===== src/rtl/hlr_pkg.sv =====
// Shared types and constants of the histogram largest-rectangle block.
// No dependencies; hlr_area_max and histogram_largest_rectangle import this package.
`default_nettype none

package hlr_pkg;

   localparam int REQ_HEIGHT_BITS = 16;
   localparam int AREA_BITS = 26;
   localparam logic [AREA_BITS-1:0] AREA_MAX = {AREA_BITS{1'b1}};

   typedef struct packed {
      logic [REQ_HEIGHT_BITS-1:0] height;
      logic                       last_bar;
   } hlr_req_type;

   typedef struct packed {
      logic [AREA_BITS-1:0] max_area;
      logic                 overflow;
   } hlr_rsp_type;

   typedef struct packed {
      logic score;
      logic clear;
   } hlr_score_ctl_type;

endpackage

`default_nettype wire


===== src/rtl/hlr_area_max.sv =====
// Scores popped stack entries: registered height times width, then saturation
// and a running maximum. Depends on hlr_pkg.
`default_nettype none

module hlr_area_max #(
   parameter int HW = 16,
   parameter int CW = 11
) (
   input  wire logic                            clock,
   input  wire logic                            reset,
   input  wire hlr_pkg::hlr_score_ctl_type      ctl,
   input  wire logic [HW-1:0]                   height,
   input  wire logic [CW-1:0]                   width,
   output logic      [hlr_pkg::AREA_BITS-1:0]   best
);

   import hlr_pkg::*;

   localparam int PW = HW + CW;
   localparam int XW = (PW > AREA_BITS) ? PW : AREA_BITS;

   logic [PW-1:0]        prod_ff;
   logic                 prod_vld_ff, prod_vld_in;
   logic [AREA_BITS-1:0] best_ff, best_in;
   logic [XW-1:0]        prod_x;
   logic [AREA_BITS-1:0] area;

   assign prod_x = XW'(prod_ff);
   assign area = (prod_x > XW'(AREA_MAX)) ? AREA_MAX : prod_x[AREA_BITS-1:0];

   always_comb begin
      prod_vld_in = ctl.score;
      best_in = best_ff;
      if (ctl.clear) begin
         prod_vld_in = 1'b0;
         best_in = '0;
      end else if (prod_vld_ff && (area > best_ff)) begin
         best_in = area;
      end
   end

   always_ff @(posedge clock) begin
      if (reset) begin
         prod_vld_ff <= 1'b0;
         best_ff <= '0;
      end else begin
         prod_vld_ff <= prod_vld_in;
         best_ff <= best_in;
      end
   end

   always_ff @(posedge clock) begin
      prod_ff <= PW'(height) * PW'(width);
   end

   assign best = best_ff;

endmodule

`default_nettype wire


===== config.mk =====
export PLATFORM = sky130hd
export DESIGN_NAME = hlr_area_max
export DESIGN_NICKNAME = d
export VERILOG_FILES = /design/src/rtl/hlr_pkg.sv /design/src/rtl/hlr_area_max.sv
export SDC_FILE = /design/constraint.sdc
export NUM_CORES = 1
export LEC_CHECK = 0
export BUFFER_PORTS_ARGS = -buffer_cell sky130_fd_sc_hd__buf_2
export CELL_PAD_IN_SITES_DETAIL_PLACEMENT = 1
export CELL_PAD_IN_SITES_GLOBAL_PLACEMENT = 2
export CORE_AREA = 2 2 185 187
export DETAILED_ROUTE_END_ITERATION = 8
export DIE_AREA = 0 0 187 189
export PLACE_DENSITY = 0.58
export SETUP_SLACK_MARGIN = 0.15
export SLEW_MARGIN = 20
export SYNTH_ARGS = -nofsm -noshare
export SYNTH_HDL_FRONTEND = slang
export SYNTH_SLANG_ARGS = --single-unit

===== constraint.sdc =====
create_clock -name clock -period 6.7 [get_ports clock]
set_input_delay 1.34 -clock clock [delete_from_list [all_inputs] [get_ports clock]]
set_output_delay 1.34 -clock clock [all_outputs]
set_load 0.02 [all_outputs]

==> impl_metrics.toml <==
[run_status]
status = "finished clean"

[detailed_routing]
drt_iter0_markers = 223
wire_per_inst_microns = 15.20
viasPerCell = 4.236
wirelength_microns = 21330
drcViolationCount = 0
drtPass1Iterations = 4
vias = 5947
drtAntennaViolNets = 0

[grt]
grt-ovfl-total = 0
grt_pass1_vias = 6657
grt_use_total = 0.1276
grt_max_degree = 29
grt_first_pass_wirelength_microns = 36520
antenna_found_initial = 0

[place]
placed_cells = 1396
dp_hpwl_microns = 17670
dp_slack_ns = 0.1635
placed_area_sq_um = 8907
gp_congestion = 0.7319
io_buffers = 56

[worst_setup_path]
cp.required_ns = 6.89
cp-start-kind = "primary input"
rr_endpoint = "best[0]"
r2r_slack_ns = 2.81
cp_max_fo = 16
worstPathArrival_ns = 6.35
path_class = "primary input to flop"
reg2reg_from = "prod_ff[26]"
r2r_cells = 10
crit_path_end_kind = "flop"

[cells_and_area]
final_cell_count_no_fill = 1404
utilization = 0.2724
nets = 1202
post-route-cell-area_sq_um = 9066
drive_gt1_frac = 0.1297
diodes = 0
area_delta_synth_final_pct = 10.24

[logic_synthesis]
synthSimpleGateAreaFrac = 0.1897
synth_ff_type = "dfxtp_1"
syn_area_per_cell_sq_um = 8.843
synth_edf_count = 0
yosysWarnings = 0
synth-adder-area-share = 0.4427
synth-seq-cells = 54
muxShareOfSynthArea = 0.002434
synth_most_common_cell = "inv_1"
synth_cell_type_count = 50
ys_top_cells_by_count = "inv_1, fa_1, and2_1, ha_1, nand2_1"
synth-xor-area-share = 0.02023
ys_async_sr_fraction = 0
syn_area_sq_um = 8224
synth_top_area_share = 0.3043
synth-seq-area-share = 0.1314
synth_cells = 930
synthTopCellsByArea = "fa_1, ha_1, dfxtp_1, inv_1, and2_1"
synth_nets = 1177
synth-compound-area-share = 0.1076
yosys.area.top_type = "fa_1"
synth_top_family_by_area = "adder cells"

[timing]
fin_crit_ns = 6.159
tns_ns = 0
finalHoldViolCount = 0
rsz0062_at_grt = "no"
slew_viol_final = 0
worst_slew_pin_slew_ns = 0.9394
hold_ws_ns = 0.4867
finalClockSkew_ns = 0.005676
setup_ws_ns = 0.5413
fmax_mhz = 162.4
fin_crit_sh = 0.9192
slew_headroom = 0.3717
setup_viol = 0

[worst_hold_path]
hold_depth = 2
min-delay-start = "best[8]"
hp-class = "flop to flop"
min_to = "best[8]"

[clock_tree]
clk_path_buf_depth = 2
path_clk_slew_ns = 0.08
clock_latency_ns = 0.30
numCtsBuffers = 5
cts_tree = "built"
root_buffer = "clkbuf_16"
clkSinkCount = 54
htreeDepth = 2
postCtsSetupBuffers = 0

[power_and_ir_drop]
p_total_mw = 3.854
p_seq_frac = 0.123
cellPowerDensity_nw_per_um2 = 425.1
vdd_drop_max_uv = 173.6
clkPwrFrac = 0.070
power.switching_mw = 1.986
comb_power_share = 0.807
leakagePower_nw = 4.310
p_int_mw = 1.868
p_sw_frac = 0.5154

[die]
die_area_sq_um = 35340
std_cell_rows = 67
num_io_pins = 57
core_area_sq_um = 33280
initial_core_util = 0.2471
die_h_microns = 189
die_w_microns = 187

[run]
cap_violations = 0
==> cells in the final DEF (no fill, tap or decap), types with 5 or more instances in the layout <==
cell | synthesis | final
or2_2 | 26 | 26
ha_1 | 91 | 91
nor2_1 | 46 | 46
and2_1 | 96 | 96
fa_1 | 125 | 125
nand2_1 | 91 | 91
clkbuf_16 | 0 | 5
nor3_1 | 10 | 10
xor2_1 | 6 | 6
a211oi_2 | 24 | 24
a21oi_1 | 31 | 31
nor2b_1 | 7 | 7
o21a_1 | 6 | 6
nand4_1 | 7 | 7
inv_1 | 182 | 182
a21o_1 | 7 | 7
nand3_1 | 6 | 6
buf_2 | 0 | 56
o21ai_0 | 13 | 13
dfxtp_1 | 54 | 54
xnor2_1 | 13 | 13
==> sequential cells by signal, summed over array words and instances, names as in the netlist <==
register / flops
prod_vld_ff: 1
best: 26
prod_ff: 27
==> worst max path at each step <==
stage | startpoint | to | cells past startpoint
after floorplan | width[10] | prod_ff[26] | 18
after global placement | width[4] | prod_ff[20] | 19
after detailed placement | width[4] | prod_ff[24] | 19
after CTS | width[4] | prod_ff[24] | 19
after global routing | width[4] | prod_ff[20] | 19
final | width[4] | prod_ff[24] | 19
==> power by group through the flow <==
stage          Clock (mW)  Sequential [mW]  Combinational (mW)
2_1_floorplan           0            0.475                2.37
3_3_place_gp            0            0.479                3.15
3_5_place_dp            0            0.482                3.16
4_1_cts             0.286            0.474                3.18
5_1_grt             0.295            0.485                3.62
6_report            0.271            0.472                3.11
==> timing repair <==
item / CTS / global route
hold buffers: 0 / 0
resized for setup: 0 / 1
endpoints found under the setup margin: 0 / 1
==> cells by family after synthesis <==
group / Yosys count
AND/OR/NAND/NOR: 304
buffers and inverters: 224
adder cells (fa/ha/maj): 216
AO/OA/AOI/OAI: 111
flip-flops: 54
XOR/XNOR: 19
multiplexers: 2
==> area by class of cell <==
type | count | area, sq um
fillers | 3978 | 24210
multi-input cells | 652 | 6277
flip-flops and latches | 54 | 1081
inverters | 182 | 683.2
well taps | 448 | 560.5
repair buffers | 60 | 310.3
clock buffers | 5 | 125.1
clock inverters | 3 | 28.78
==> critical path, cell delays in order <==
cell and delay [ns]:
buf_2 0.28, nand2_1 0.13, fa_1 0.51, fa_1 0.52, inv_1 0.06, ha_1 0.31
fa_1 0.53, inv_1 0.05, fa_1 0.52, inv_1 0.04, ha_1 0.35, nand3_1 0.11
nor2_1 0.06, nor4b_1 0.58, o31ai_2 0.15, buf_4 0.16, o31ai_1 0.34, nand4_1 0.16
o211a_1 0.14
==> metal layers <==
layer	wire, microns	part of all wire	track usage	up-vias
met1	11520	0.54	0.1911	2944
met4	125	0.0059	0.01709	0
li1	-	-	-	2939
met3	500	0.023	0.01149	7
met5	0	0	0	-
met2	9189	0.43	0.2036	57
(Power assumes the default switching activity.)
